**src/hw/rtl/afc_pkg.sv**
```systemverilog
// afc_pkg: shared types, constants and helpers for the affine transform composer
// no dependencies; used by every module under hw/rtl except afc_delay
package afc_pkg;

  typedef struct packed {
    logic signed [31:0] position_x;
    logic signed [31:0] position_y;
    logic signed [31:0] rotation_deg;
    logic signed [31:0] scale_x;
    logic signed [31:0] scale_y;
    logic signed [31:0] skew_x_deg;
    logic signed [31:0] skew_y_deg;
    logic signed [31:0] center_x;
    logic signed [31:0] center_y;
  } item_t;

  typedef struct packed {
    logic signed [31:0] m_a;
    logic signed [31:0] m_b;
    logic signed [31:0] m_tx;
    logic signed [31:0] m_c;
    logic signed [31:0] m_d;
    logic signed [31:0] m_ty;
    logic               overflow;
  } matrix_t;

  localparam int LANE_W = 34;
  localparam int MAG_W  = LANE_W;
  localparam int DIV_STEPS = 32;

  localparam logic signed [LANE_W-1:0] CORDIC_K0 = 34'sd652032874;
  localparam logic signed [31:0] FX_MAX = 32'sh7fffffff;
  localparam logic signed [31:0] FX_MIN = 32'sh80000000;
  localparam logic signed [71:0] WIDE_MAX = 72'sd2147483647;
  localparam logic signed [71:0] WIDE_MIN = -72'sd2147483648;

  // one cordic lane: vector, residual angle, half-turn fold and skew-zero marks
  typedef struct packed {
    logic signed [LANE_W-1:0] x;
    logic signed [LANE_W-1:0] y;
    logic signed [LANE_W-1:0] theta;
    logic                     neg;
    logic                     zero;
  } lane_t;

  // one divider step: partial remainder, dividend bits / quotient bits, divisor, flags
  typedef struct packed {
    logic [MAG_W-1:0] rem;
    logic [31:0]      dq;
    logic [MAG_W-1:0] v;
    logic             big;
    logic             czero;
    logic             sneg;
    logic             qneg;
    logic             zero;
  } div_t;

  typedef struct packed {
    logic               ov;
    logic signed [31:0] val;
  } sat_t;

  // arctan in units of 2^-32 turn
  function automatic logic [29:0] atan_turn(input int idx);
    logic [29:0] a;
    case (idx)
      0:  a = 30'd536870912;
      1:  a = 30'd316933406;
      2:  a = 30'd167458907;
      3:  a = 30'd85004756;
      4:  a = 30'd42667331;
      5:  a = 30'd21354465;
      6:  a = 30'd10679838;
      7:  a = 30'd5340245;
      8:  a = 30'd2670163;
      9:  a = 30'd1335087;
      10: a = 30'd667544;
      11: a = 30'd333772;
      12: a = 30'd166886;
      13: a = 30'd83443;
      14: a = 30'd41722;
      15: a = 30'd20861;
      16: a = 30'd10430;
      17: a = 30'd5215;
      18: a = 30'd2608;
      19: a = 30'd1304;
      20: a = 30'd652;
      21: a = 30'd326;
      22: a = 30'd163;
      23: a = 30'd81;
      24: a = 30'd41;
      25: a = 30'd20;
      26: a = 30'd10;
      27: a = 30'd5;
      28: a = 30'd3;
      29: a = 30'd1;
      default: a = 30'd0;
    endcase
    return a;
  endfunction

  function automatic sat_t sat32(input logic signed [71:0] v);
    sat_t r;
    if (v > WIDE_MAX) begin
      r.ov  = 1'b1;
      r.val = FX_MAX;
    end else if (v < WIDE_MIN) begin
      r.ov  = 1'b1;
      r.val = FX_MIN;
    end else begin
      r.ov  = 1'b0;
      r.val = v[31:0];
    end
    return r;
  endfunction

endpackage

```
**src/hw/rtl/afc_div_cell.sv**
```systemverilog
// afc_div_cell: one restoring division step, one quotient bit per cell
// depends on afc_pkg
module afc_div_cell (
  input  logic          clk,
  input  logic          en,
  input  afc_pkg::div_t d,
  output afc_pkg::div_t q
);
  import afc_pkg::*;

  logic [MAG_W:0] trial;
  logic [MAG_W:0] diff;
  logic           take;

  always_comb begin
    trial = {d.rem, d.dq[31]};
    diff  = trial - {1'b0, d.v};
    take  = trial >= {1'b0, d.v};
  end

  always_ff @(posedge clk) begin
    if (en) begin
      q.v     <= d.v;
      q.big   <= d.big;
      q.czero <= d.czero;
      q.sneg  <= d.sneg;
      q.qneg  <= d.qneg;
      q.zero  <= d.zero;
      q.rem   <= take ? diff[MAG_W-1:0] : trial[MAG_W-1:0];
      q.dq    <= {d.dq[30:0], take};
    end
  end

endmodule

```
**config.mk**
```make
export PLATFORM = sky130hd
export DESIGN_NAME = afc_div_cell
export DESIGN_NICKNAME = d
export VERILOG_FILES = /design/src/hw/rtl/afc_pkg.sv /design/src/hw/rtl/afc_div_cell.sv
export SDC_FILE = /design/constraint.sdc
export NUM_CORES = 1
export LEC_CHECK = 0
export ABC_AREA = 1
export BUFFER_PORTS_ARGS = -buffer_cell sky130_fd_sc_hd__clkbuf_2
export CORE_MARGIN = 4
export CORE_UTILIZATION = 46
export DETAILED_ROUTE_END_ITERATION = 10
export PLACE_DENSITY = 0.77
export SETUP_SLACK_MARGIN = 0.02
export SYNTH_ARGS = -nofsm -noshare
export SYNTH_HDL_FRONTEND = slang
export SYNTH_SLANG_ARGS = --single-unit
export TNS_END_PERCENT = 1
```
**constraint.sdc**
```tcl
create_clock -name clk -period 5.3 [get_ports clk]
set_clock_uncertainty 0.1 [all_clocks]
set_input_delay 0.53 -clock clk [delete_from_list [all_inputs] [get_ports clk]]
set_output_delay 0.53 -clock clk [all_outputs]
set_load 0.01 [all_outputs]
```
## Word level (Yosys, flattened, before mapping)

Cells that the tools add are included.
Widths: inputs -> output; s select.

| cells by class | value |
|---|---|
| muxes and demuxes | 1 |
| equality and inequality tests | 0 |
| add/subtract/negate cells | 1 |
| order comparisons | 1 |
| bitwise operators | 0 |
| reductions and logical operators | 0 |
| divide/modulo/power cells | 0 |
| multiply operators | 0 |
| shift operators | 0 |

Operators by type and width:

| kind | count |
|---|---|
| $ge 35x34->1 | 1 |
| $mux 34 | 1 |
| $sub 34x34->34 | 1 |

| storage, ports and cells | value |
|---|---|
| memories | 0 |
| latch bits | 0 |
| logic and storage cells | 11 |
| ROM bits | 0 |
| register bits | 105 |
| memory bits (writable) | 0 |

## Longest topological paths before layout

| depth | value |
|---|---|
| depth after elaboration | 2 |
| depth in mapped cells | 16 |
| gate-level depth less buffers | 15 |

## Least setup slack after synthesis

Ideal clock, no wire load.

| timing | value |
|---|---|
| kind | input-to-reg |
| start | in d[70] (netlist bit) |
| end | reg q[91] (netlist bit) (data pin) |
| required time | 4.947 ns |
| slack | 2.953 ns |
| cell stages on the path | 14 |
| arrival | 1.994 ns |
| library setup time | 0.253 ns |
| buffers on the path | 0 |
| cells stage by stage | inv_1 ha_1 inv_1 fa_1 nand3_1 nand3_1 nand2_1 nand2_1 nand2_1 nand2_1 nand3_1 nand3b_1 nand3_1 nand2_1 |

| on the way | value |
|---|---|
| word-level cells in the longest chain between the ends | 2 |
| elaborated cells on any way between the ends | 3 |
| those cells by class | add/sub (1); order compare (1); mux (1) |

Ends and longest elaborated chain:

| item | RTL line | source |
|---|---|---|
| start, declared | afc_div_cell.sv:6 | `input afc_pkg::div_t d,` |
| $sub 34x34->34 / $ge 35x34->1 (equally long branches) | afc_div_cell.sv:17, afc_div_cell.sv:18 |  |
| $mux 34 (*) | afc_div_cell.sv:29 | `q.rem <= take ? diff[MAG_W-1:0] : trial[MAG_W-1:0];` |
| end, declared | afc_div_cell.sv:7 | `output afc_pkg::div_t q` |

Mark *: on every way between the ends. The rest lies on a longest branch, timed or not.
A chain may end at the register's enable or synchronous reset.

## Final worst setup path

| timing | value |
|---|---|
| start | in d[30] (netlist bit) |
| end | reg q[91] (netlist bit) (data pin) |

| on the way | value |
|---|---|
| word-level cells in the longest chain between the ends | 2 |

Ends and longest elaborated chain:

| item | RTL line | source |
|---|---|---|
| $ge 35x34->1 | afc_div_cell.sv:18 | `take = trial >= {1'b0, d.v};` |
| $mux 34 | afc_div_cell.sv:29 |  |

Every way passes these cells.

==> reports/qor.csv <==
metric;value;unit
Largest register FFs;105;
starting density of the core;47.00;%
largest net degree at the start of global routing;72;
commonest non-fill, non-tap cell in the layout;nand2_1;
CP Buf/Inv Count;4;
Pleak;0.004114;µW
GRT Total Usage;21.18;%
n_diodes;0;
grt total ovfl;0;
# port buffers;211;
full die area;15510;µm²
pwr dens;289.0;nW/µm²
Slew @ Worst Pin;0.8885;ns
Final Hold Fails;0;
RSZ-0062 raised after global routing;no;
clock slew at reported path FFs;0.07;ns
Remaining DRCs;0;
Syn Area/Cell;8.376;µm²
Crit path max-delay family;simple AND/OR/NAND/NOR gates;
Setup crit end kind;register;
biggest regs;q: 105 flops;
CTS tree;done;
Top reg by flops;q;
Crit path largest cell delay;0.40;ns
post-route setup slack;2.726;ns
routed vias;5355;
Synth warnings;0;
Final min period;2.574;ns
slowest CP cell;inv_4;
final period utilization;48.56;%
num rows;42;
Critical Path Fanout Max;37;
commonest non-fill, non-tap cells in the layout;nand2_1, clkbuf_2, inv_1, edfxtp_1, nor2_1;
Die H;124.6;µm
Slew HR;40.76;%
worst vdd ir;0.1453;mV
Max-Cap Viols;0;
Synth area leaders;edfxtp_1, nand2_1, inv_1;
Top cell by count, worst path;nand2_1;
H-Tree Depth;3;
Clock Path Buffers;2;
FF+latch count, synth;105;
post-synth top area share;50.46;%
Syn Nets;888;
Setup Viol. Count Final;0;
initial antenna violation count;0;
# hold bufs at CTS;0;
post-synth top area cell;edfxtp_1;
Die Width;124.6;µm
post-DR wirelength/cell;14.19;µm
setup TNS;0;ns
hold slack;0.2421;ns
Pwr Total;2243;µW
status;complete, no violations;
Netlist cell types;29;
DP Wirelength;13.05;mm
pre-CTS WS;2.358;ns
TritonCTS Sinks;105;
Worst setup SP type;input pin;
core area;13300;µm²
Nets;1105;
Resize count post-CTS;0;
routed wire length;16.24;mm
I/O pin count;212;
P&R area growth vs syn;24.21;%
synthesized area;6248;µm²
Hold WC Path Type;input pin to register;
Slew Viols, Final;0;
DR iter-0 viols;362;
Post-CTS Setup Repair Bufs;0;
vias per cell;4.681;
FMAX;388.5;MHz
first-pass GRT wire length;26.49;mm
DRT Pass-1 Iters;5;
Arr. time, crit path;2.70;ns
proportion of layout cells with a drive suffix above 1;26.03;%
root buf cell;clkbuf_16;
sequential area share after synthesis;50.46;%
Routability Congestion;0.9024;
CTS buffer count;9;
critical setup path kind;input pin to register;
Cells after Synth;746;
Worst EP required;5.43;ns
vias in the first global route;5322;
Post-DRT Antenna Nets;0;
CP cell instances;clkbuf_2 > inv_1 > ha_1 > nand2_1 > inv_1 > a21oi_1 > nand2_1 > a21oi_2 > nand2_2 > nand2_4 > nand2_8 > inv_4 > nand2_1 > nand2_1;
==> report_power, final <==
group | switching [µW] | leakage [µW] | total (µW) | internal (µW)
Sequential | 22.0 | 0.00103 | 1040 | 1020
Combinational | 344 | 0.00294 | 543 | 199
Clock | 328 | 0.000142 | 660 | 332
==> cell families after synthesis <==
| logic type | synth area share (%) |
|---|---|
| adders and majority gates | 7.129 |
| buffers and inverters | 9.051 |
| AOI/OAI and AO/OA | 3.604 |
| and+or+nand+nor | 27.23 |
| xor gates and xnor gates | 2.523 |
| DFF | 50.46 |
==> cells in the mapped netlist (all sizes together) <==
master and instances:
a21oi 27, buf 6, edfxtp 105, fa 1, ha 34, inv 134, nand2 294, nand3 33
nand3b 7, nand4 4, nor2 59, nor3 7, nor4 1, o21ai 12, o21bai 3, or2 1
xnor2 3, xor2 15
==> metal layers <==
metal | vias to the layer above | track usage [%] | wire [µm]
met1 | 2377 | 28.12 | 7419
met2 | 173 | 35.66 | 7613
met3 | 11 | 3.816 | 1007
li1 | 2794 | - | -
met5 | - | 0 | 0
met4 | 0 | 5.996 | 198
==> metrics by stage <==
stage | cell area, µm² | util [%] | cells
after floorplan | 6248 | - | 746
after global placement | 7475 | 56.22 | 1128
after detailed placement | 7475 | 56.22 | 1128
after CTS | 7761 | 58.38 | 1144
after global routing | 7761 | 58.38 | 1144
final | 7761 | 58.38 | 1144
==> worst paths after layout <==
kind / from / end / slack (ns) / cells after the start
max: d[30] / q[91] / 2.73 / 14
min: d[65] / q[66] / 0.24 / 1
==> final cells by class <==
| type | count | area [µm²] |
|---|---|---|
| inverters | 134 | 505.5 |
| well taps | 176 | 220.2 |
| fillers | 1224 | 5534 |
| flip-flops and latches | 105 | 3153 |
| multi-input cells | 501 | 2530 |
| clock buffers | 10 | 229.0 |
| clock inverters | 6 | 57.56 |
| repair buffers | 212 | 1066 |
Power figures use the tool's default switching activity.
