`src/hw/rtl/afc_pkg.sv`:
```
// afc_pkg: shared types, constants and helpers for the affine transform composer
// no dependencies; used by every module under hw/rtl except afc_delay
package afc_pkg;

  typedef struct packed {
    logic signed [31:0] position_x;
    logic signed [31:0] position_y;
    logic signed [31:0] rotation_deg;
    logic signed [31:0] scale_x;
    logic signed [31:0] scale_y;
    logic signed [31:0] skew_x_deg;
    logic signed [31:0] skew_y_deg;
    logic signed [31:0] center_x;
    logic signed [31:0] center_y;
  } item_t;

  typedef struct packed {
    logic signed [31:0] m_a;
    logic signed [31:0] m_b;
    logic signed [31:0] m_tx;
    logic signed [31:0] m_c;
    logic signed [31:0] m_d;
    logic signed [31:0] m_ty;
    logic               overflow;
  } matrix_t;

  localparam int LANE_W = 34;
  localparam int MAG_W  = LANE_W;
  localparam int DIV_STEPS = 32;

  localparam logic signed [LANE_W-1:0] CORDIC_K0 = 34'sd652032874;
  localparam logic signed [31:0] FX_MAX = 32'sh7fffffff;
  localparam logic signed [31:0] FX_MIN = 32'sh80000000;
  localparam logic signed [71:0] WIDE_MAX = 72'sd2147483647;
  localparam logic signed [71:0] WIDE_MIN = -72'sd2147483648;

  // one cordic lane: vector, residual angle, half-turn fold and skew-zero marks
  typedef struct packed {
    logic signed [LANE_W-1:0] x;
    logic signed [LANE_W-1:0] y;
    logic signed [LANE_W-1:0] theta;
    logic                     neg;
    logic                     zero;
  } lane_t;

  // one divider step: partial remainder, dividend bits / quotient bits, divisor, flags
  typedef struct packed {
    logic [MAG_W-1:0] rem;
    logic [31:0]      dq;
    logic [MAG_W-1:0] v;
    logic             big;
    logic             czero;
    logic             sneg;
    logic             qneg;
    logic             zero;
  } div_t;

  typedef struct packed {
    logic               ov;
    logic signed [31:0] val;
  } sat_t;

  // arctan in units of 2^-32 turn
  function automatic logic [29:0] atan_turn(input int idx);
    logic [29:0] a;
    case (idx)
      0:  a = 30'd536870912;
      1:  a = 30'd316933406;
      2:  a = 30'd167458907;
      3:  a = 30'd85004756;
      4:  a = 30'd42667331;
      5:  a = 30'd21354465;
      6:  a = 30'd10679838;
      7:  a = 30'd5340245;
      8:  a = 30'd2670163;
      9:  a = 30'd1335087;
      10: a = 30'd667544;
      11: a = 30'd333772;
      12: a = 30'd166886;
      13: a = 30'd83443;
      14: a = 30'd41722;
      15: a = 30'd20861;
      16: a = 30'd10430;
      17: a = 30'd5215;
      18: a = 30'd2608;
      19: a = 30'd1304;
      20: a = 30'd652;
      21: a = 30'd326;
      22: a = 30'd163;
      23: a = 30'd81;
      24: a = 30'd41;
      25: a = 30'd20;
      26: a = 30'd10;
      27: a = 30'd5;
      28: a = 30'd3;
      29: a = 30'd1;
      default: a = 30'd0;
    endcase
    return a;
  endfunction

  function automatic sat_t sat32(input logic signed [71:0] v);
    sat_t r;
    if (v > WIDE_MAX) begin
      r.ov  = 1'b1;
      r.val = FX_MAX;
    end else if (v < WIDE_MIN) begin
      r.ov  = 1'b1;
      r.val = FX_MIN;
    end else begin
      r.ov  = 1'b0;
      r.val = v[31:0];
    end
    return r;
  endfunction

endpackage

```
`src/hw/rtl/afc_cordic_cell.sv`:
```
// afc_cordic_cell: one rotation-mode cordic step with its own arctan constant
// depends on afc_pkg
module afc_cordic_cell #(
  parameter int IDX = 0
) (
  input  logic           clk,
  input  logic           en,
  input  afc_pkg::lane_t a,
  output afc_pkg::lane_t b
);
  import afc_pkg::*;

  localparam logic signed [LANE_W-1:0] ANG = {{(LANE_W-30){1'b0}}, atan_turn(IDX)};

  always_ff @(posedge clk) begin
    if (en) begin
      b.neg  <= a.neg;
      b.zero <= a.zero;
      if (!a.theta[LANE_W-1]) begin
        b.x     <= a.x - (a.y >>> IDX);
        b.y     <= a.y + (a.x >>> IDX);
        b.theta <= a.theta - ANG;
      end else begin
        b.x     <= a.x + (a.y >>> IDX);
        b.y     <= a.y - (a.x >>> IDX);
        b.theta <= a.theta + ANG;
      end
    end
  end

endmodule

```
`config.mk`:
```
export PLATFORM = sky130hd
export DESIGN_NAME = afc_cordic_cell
export DESIGN_NICKNAME = d
export VERILOG_FILES = /design/src/hw/rtl/afc_pkg.sv /design/src/hw/rtl/afc_cordic_cell.sv
export SDC_FILE = /design/constraint.sdc
export NUM_CORES = 1
export LEC_CHECK = 0
export ABC_AREA = 1
export BUFFER_PORTS_ARGS = -buffer_cell sky130_fd_sc_hd__buf_2
export CORE_MARGIN = 2
export CORE_UTILIZATION = 46
export CTS_CLUSTER_DIAMETER = 60
export DETAILED_ROUTE_END_ITERATION = 10
export GPL_ROUTABILITY_DRIVEN = 0
export PLACE_DENSITY = 0.69
export SETUP_SLACK_MARGIN = 0.4
export SLEW_MARGIN = 20
export SYNTH_ARGS = -nofsm -noshare
export SYNTH_HDL_FRONTEND = slang
export SYNTH_SLANG_ARGS = --single-unit
export TNS_END_PERCENT = 20
```
`constraint.sdc`:
```
create_clock -name clk -period 2.6 [get_ports clk]
set_input_delay 0.52 -clock clk [delete_from_list [all_inputs] [get_ports clk]]
set_output_delay 0.52 -clock clk [all_outputs]
set_load 0.03 [all_outputs]
```
# Word level (Yosys, flattened, before mapping)
# Index checks and enable logic that the tools add are counted.
[op_classes] n_addsub=5 mux=1
[ops] operator="$mux W102" count=1
[ops] operator="$sub A34 B34 Y34" count=2
[ops] operator="$add A34 B31 Y34 const B" count=1
[ops] operator="$add A34 B34 Y34" count=1
[ops] operator="$sub A34 B31 Y34 const B" count=1
[word_totals] regBits=104

# Longest topological paths before layout
[logic_depth] word_depth=2 ltp_mapped=18 depth_no_buf=17

# Least setup slack after synthesis
# Ideal clock, no wire load.
[synth_timing] path_type="input port to flip-flop" startpoint="input a[36] in the netlist's numbering" endpoint="register b[68] in the netlist's numbering (data pin)" path_stages=12 required_ns=2.346 slack_ns=0.339 setup_time_ns=0.254 path_buffers=0 t_arrival_ns=2.008 cell_sequence="ha_1 fa_1 nand2_1 nor2_1 nor2_1 o21ai_1 nand2_1 nand2_1 nand2_1 nand3_1 nand3_1 nand2_1"
[synth_via] elab_chain_cells=2 elab_cells_between_ends=3
[synth_rtl] element="start, declared" line="afc_cordic_cell.sv:8" text="input afc_pkg::lane_t a,"
[synth_rtl] element="$add A34 B34 Y34 or $sub A34 B34 Y34 (tied branches)" line="afc_cordic_cell.sv:21, afc_cordic_cell.sv:25"
[synth_rtl] element="$mux W102 (*)" line="afc_cordic_cell.sv:19" text="if (!a.theta[LANE_W-1]) begin"
[synth_rtl] element="end, declared" line="afc_cordic_cell.sv:9" text="output afc_pkg::lane_t b"
# Mark *: on every way between the ends. The rest lies on a longest branch, timed or not.
# A chain may end at the register's enable or synchronous reset.

# Final worst setup path
[layout_timing] startpoint="input a[70] in the netlist's numbering" endpoint="register b[94] in the netlist's numbering (data pin)"
[layout_via] elab_chain_cells=2 elab_cells_between_ends=3
[layout_rtl] element="$sub A34 B34 Y34 or $add A34 B34 Y34 (tied branches)" line="afc_cordic_cell.sv:20, afc_cordic_cell.sv:24"
[layout_rtl] element="$mux W102 (*)" line="afc_cordic_cell.sv:19"
# Marks and branches as above.

==> impl_metrics.env <==
export IMPL_status="finished clean"
export IMPL_grt_use_total=0.277
export IMPL_syn_cell_area_mm2=0.0105
export IMPL_cts_tree="done"
export IMPL_regArea_mm2=0.00309
export IMPL_drive_gt1_frac=0.296
export IMPL_worstPathRequired_ns=2.71
export IMPL_die_y_um=155
export IMPL_worst_pin_slew_ns=0.394
export IMPL_start_util=0.466
export IMPL_crit_top_cell="nand2_1"
export IMPL_clk_pin_slew_ns=0.08
export IMPL_htree_levels=3
export IMPL_yosysWarnings=0
export IMPL_dieArea_mm2=0.0240
export IMPL_vdd_drop_max_mv=0.455
export IMPL_nNetsFinal=2070
export IMPL_grt_use_met1=0.376
export IMPL_core_mm2=0.0225
export IMPL_ys_seq_area_frac=0.295
export IMPL_dp_hpwl_mm=28.1
export IMPL_power_density_mw_per_mm2=481
export IMPL_hp_class="input pin to flip-flop"
export IMPL_final_min_clock_period_ns=2.18
export IMPL_rsz0062_at_grt="yes"
export IMPL_hold_buffers=0
export IMPL_first_iter_violations=1087
export IMPL_reg_largest_list="b (103)"
export IMPL_fmax_ghz=0.459
export IMPL_largest_register_ffs=103
export IMPL_slew_headroom=0.734
export IMPL_ant_nets=0
export IMPL_grt_max_degree=70
export IMPL_drt_total_wl_mm=35.1
export IMPL_ys_ff_latch=103
export IMPL_timing_final_crit_share=0.838
export IMPL_post_drt_wl_per_cell_um=16.3
export IMPL_worstPathCellList="buf_2, inv_1, ha_1, fa_2, o21ai_2, nand2_1, nand2_1, nand2_1, nand2_1, nand2_1, nand2_1, nand2_1, nand3_1, nand2_1"
export IMPL_top_usage_layer="met2"
export IMPL_fin_util=0.613
export IMPL_cp_top_family="simple AND/OR/NAND/NOR gates"
export IMPL_report_final_hold_viol_count=0
export IMPL_crit_path_start="a[70]"
export IMPL_synth_edf_count=103
export IMPL_worstHoldStart="a[2]"
export IMPL_fillers=2057
export IMPL_firstDrtPassIters=6
export IMPL_cp_end_kind="flip-flop"
export IMPL_use_met2=0.449
export IMPL_drc_errors=0
export IMPL_layout_common_cells="nand2_1, inv_1, buf_2, buf_4, nand3_1"
export IMPL_hold_path_end="b[2]$_DFFE_PP_"
export IMPL_antenna_found_initial=0
export IMPL_core_rowCount=55
export IMPL_cp_buffers_inverters=2
export IMPL_syn_inst=1521
export IMPL_routed_via_density=5.39
export IMPL_grtUsageMet3=0.0415
export IMPL_cp_slowest_cell="fa_2"
export IMPL_area_growth_pct=31.4
export IMPL_num_io_pins=210
export IMPL_dr_total_vias=11600
export IMPL_drv_slew=0
export IMPL_clockBufferDepth=2
export IMPL_largest_register="b"
export IMPL_leakage_nw=6.87
export IMPL_timing_final_ws_setup_ns=0.420
export IMPL_grt_pass1_vias=10600
export IMPL_io_buffers=209
export IMPL_whs_path_depth=1
export IMPL_multi_input_area_mm2=0.00688
export IMPL_root_buffer="clkbuf_16"
export IMPL_grt_pass1_wl_mm=52.6
export IMPL_cts_buffers=9
export IMPL_cts_sinks=103
export IMPL_critPathKind="input pin to flip-flop"
export IMPL_die_w_um=155
export IMPL_max_stage_delay_ns=0.40
export IMPL_pre_cts_slack_ns=-0.125
export IMPL_final_common_cell="nand2_1"
export IMPL_start_kind="input pin"
export IMPL_maxCapViolCount=0
export IMPL_syn_nets=1733
export IMPL_antenna_cells=0
export IMPL_crit_arrival_ns=2.29
export IMPL_avgSynthCellArea_um2=6.90
export IMPL_worstPathMaxFanout=3
export IMPL_ys_types=49
export IMPL_grt_overflow_total=0
export IMPL_ys_flop_type="edfxtp_1"
export IMPL_setup_violations_final=0
export IMPL_async_reset_ff_frac=0
## per-stage QoR
step / setup TNS (ns) / hold WS [ns] / instance area (µm²) / power [W] / cells
after floorplan: 0 / 0.619 / 10500 / 0.00393 / 1521
after global placement: -1.19 / 0.697 / 12900 / 0.00496 / 2126
after detailed placement: -1.45 / 0.698 / 12900 / 0.00500 / 2126
after CTS: 0 / 0.319 / 13200 / 0.00643 / 2143
after global routing: 0 / 0.315 / 13800 / 0.00695 / 2148
final: 0 / 0.327 / 13800 / 0.00663 / 2148
## logic make-up after synthesis
| logic type | Yosys count | share of synthesized area |
|---|---|---|
| and+or+nand+nor | 737 | 0.298 |
| AOI/OAI and AO/OA | 274 | 0.146 |
| buffers and inverters | 270 | 0.106 |
| adders and majority gates | 106 | 0.129 |
| DFF | 103 | 0.295 |
| xor gates and xnor gates | 29 | 0.0242 |
| muxes | 2 | 0.00191 |
## routing by layer
metal | routed length (µm) | up-vias
met3 | 3310 | 80
met5 | 0 | -
li1 | - | 5642
met2 | 15800 | 579
met1 | 14800 | 5273
met4 | 1130 | 0
## final cells by class
type                    count  area share
clock buffers               9      0.0163
clock inverters             7     0.00481
inverters                 227      0.0620
multi-input cells        1148       0.499
flip-flops and latches    103       0.224
well taps                 285      0.0259
repair buffers            369       0.168
## cells in the mapped netlist, types with 2 or more instances
master    count  share of area
a21oi_2       6         0.0050
o22ai_1       4         0.0024
xnor2_1       2         0.0017
nand2_2       6         0.0036
o21bai_1     10         0.0072
and2_1        2         0.0012
buf_4        17          0.012
xor2_1       27          0.023
o21ai_0      83          0.040
or2_2         3         0.0018
nor2_1      137          0.049
ha_1        102           0.12
o21a_1        5         0.0036
fa_1          4         0.0076
inv_2        12         0.0043
a31oi_1       4         0.0024
nand3_1     146          0.070
inv_1       213          0.076
nand4_1      10         0.0060
o31ai_1       3         0.0021
nor3_2        4         0.0038
buf_2        15         0.0072
edfxtp_1    103           0.29
a21o_1       13         0.0093
o211ai_1      4         0.0029
clkbuf_1      8         0.0029
o21bai_2      2         0.0021
nor4_2        2         0.0024
nor2_2       12         0.0072
a21oi_1     121          0.058
o21ai_2       2         0.0017
nand2_4       2         0.0021
nand2_1     395           0.14
o21ai_1      14         0.0067
nor3_1       12         0.0057
nor4_1        2         0.0012
mux2i_1       2         0.0019
## power breakdown
group	internal, W	switching, W
Clock	0.000675	0.000745
Sequential	0.00209	0.0000497
Combinational	0.00111	0.00196
## how the worst max path moves through the flow
| stage | slack (ns) | cells after the start | to |
|---|---|---|---|
| final | 0.42 | 14 | b[94]$_DFFE_PP_ |
| after global routing | 0.30 | 14 | b[96]$_DFFE_PP_ |
| after CTS | 0.35 | 13 | b[96]$_DFFE_PP_ |
| after detailed placement | -0.13 | 14 | b[102]$_DFFE_PP_ |
| after global placement | -0.17 | 14 | b[102]$_DFFE_PP_ |
| after floorplan | 0.41 | 15 | b[101]$_DFFE_PP_ |
## what timing repair did
action | CTS | global route
endpoints found under the setup margin | 33 | 51
pin swaps | 1 | 9
resized for setup | 22 | 129
buffers inserted | 1 | 5
(Power assumes the default switching activity.)
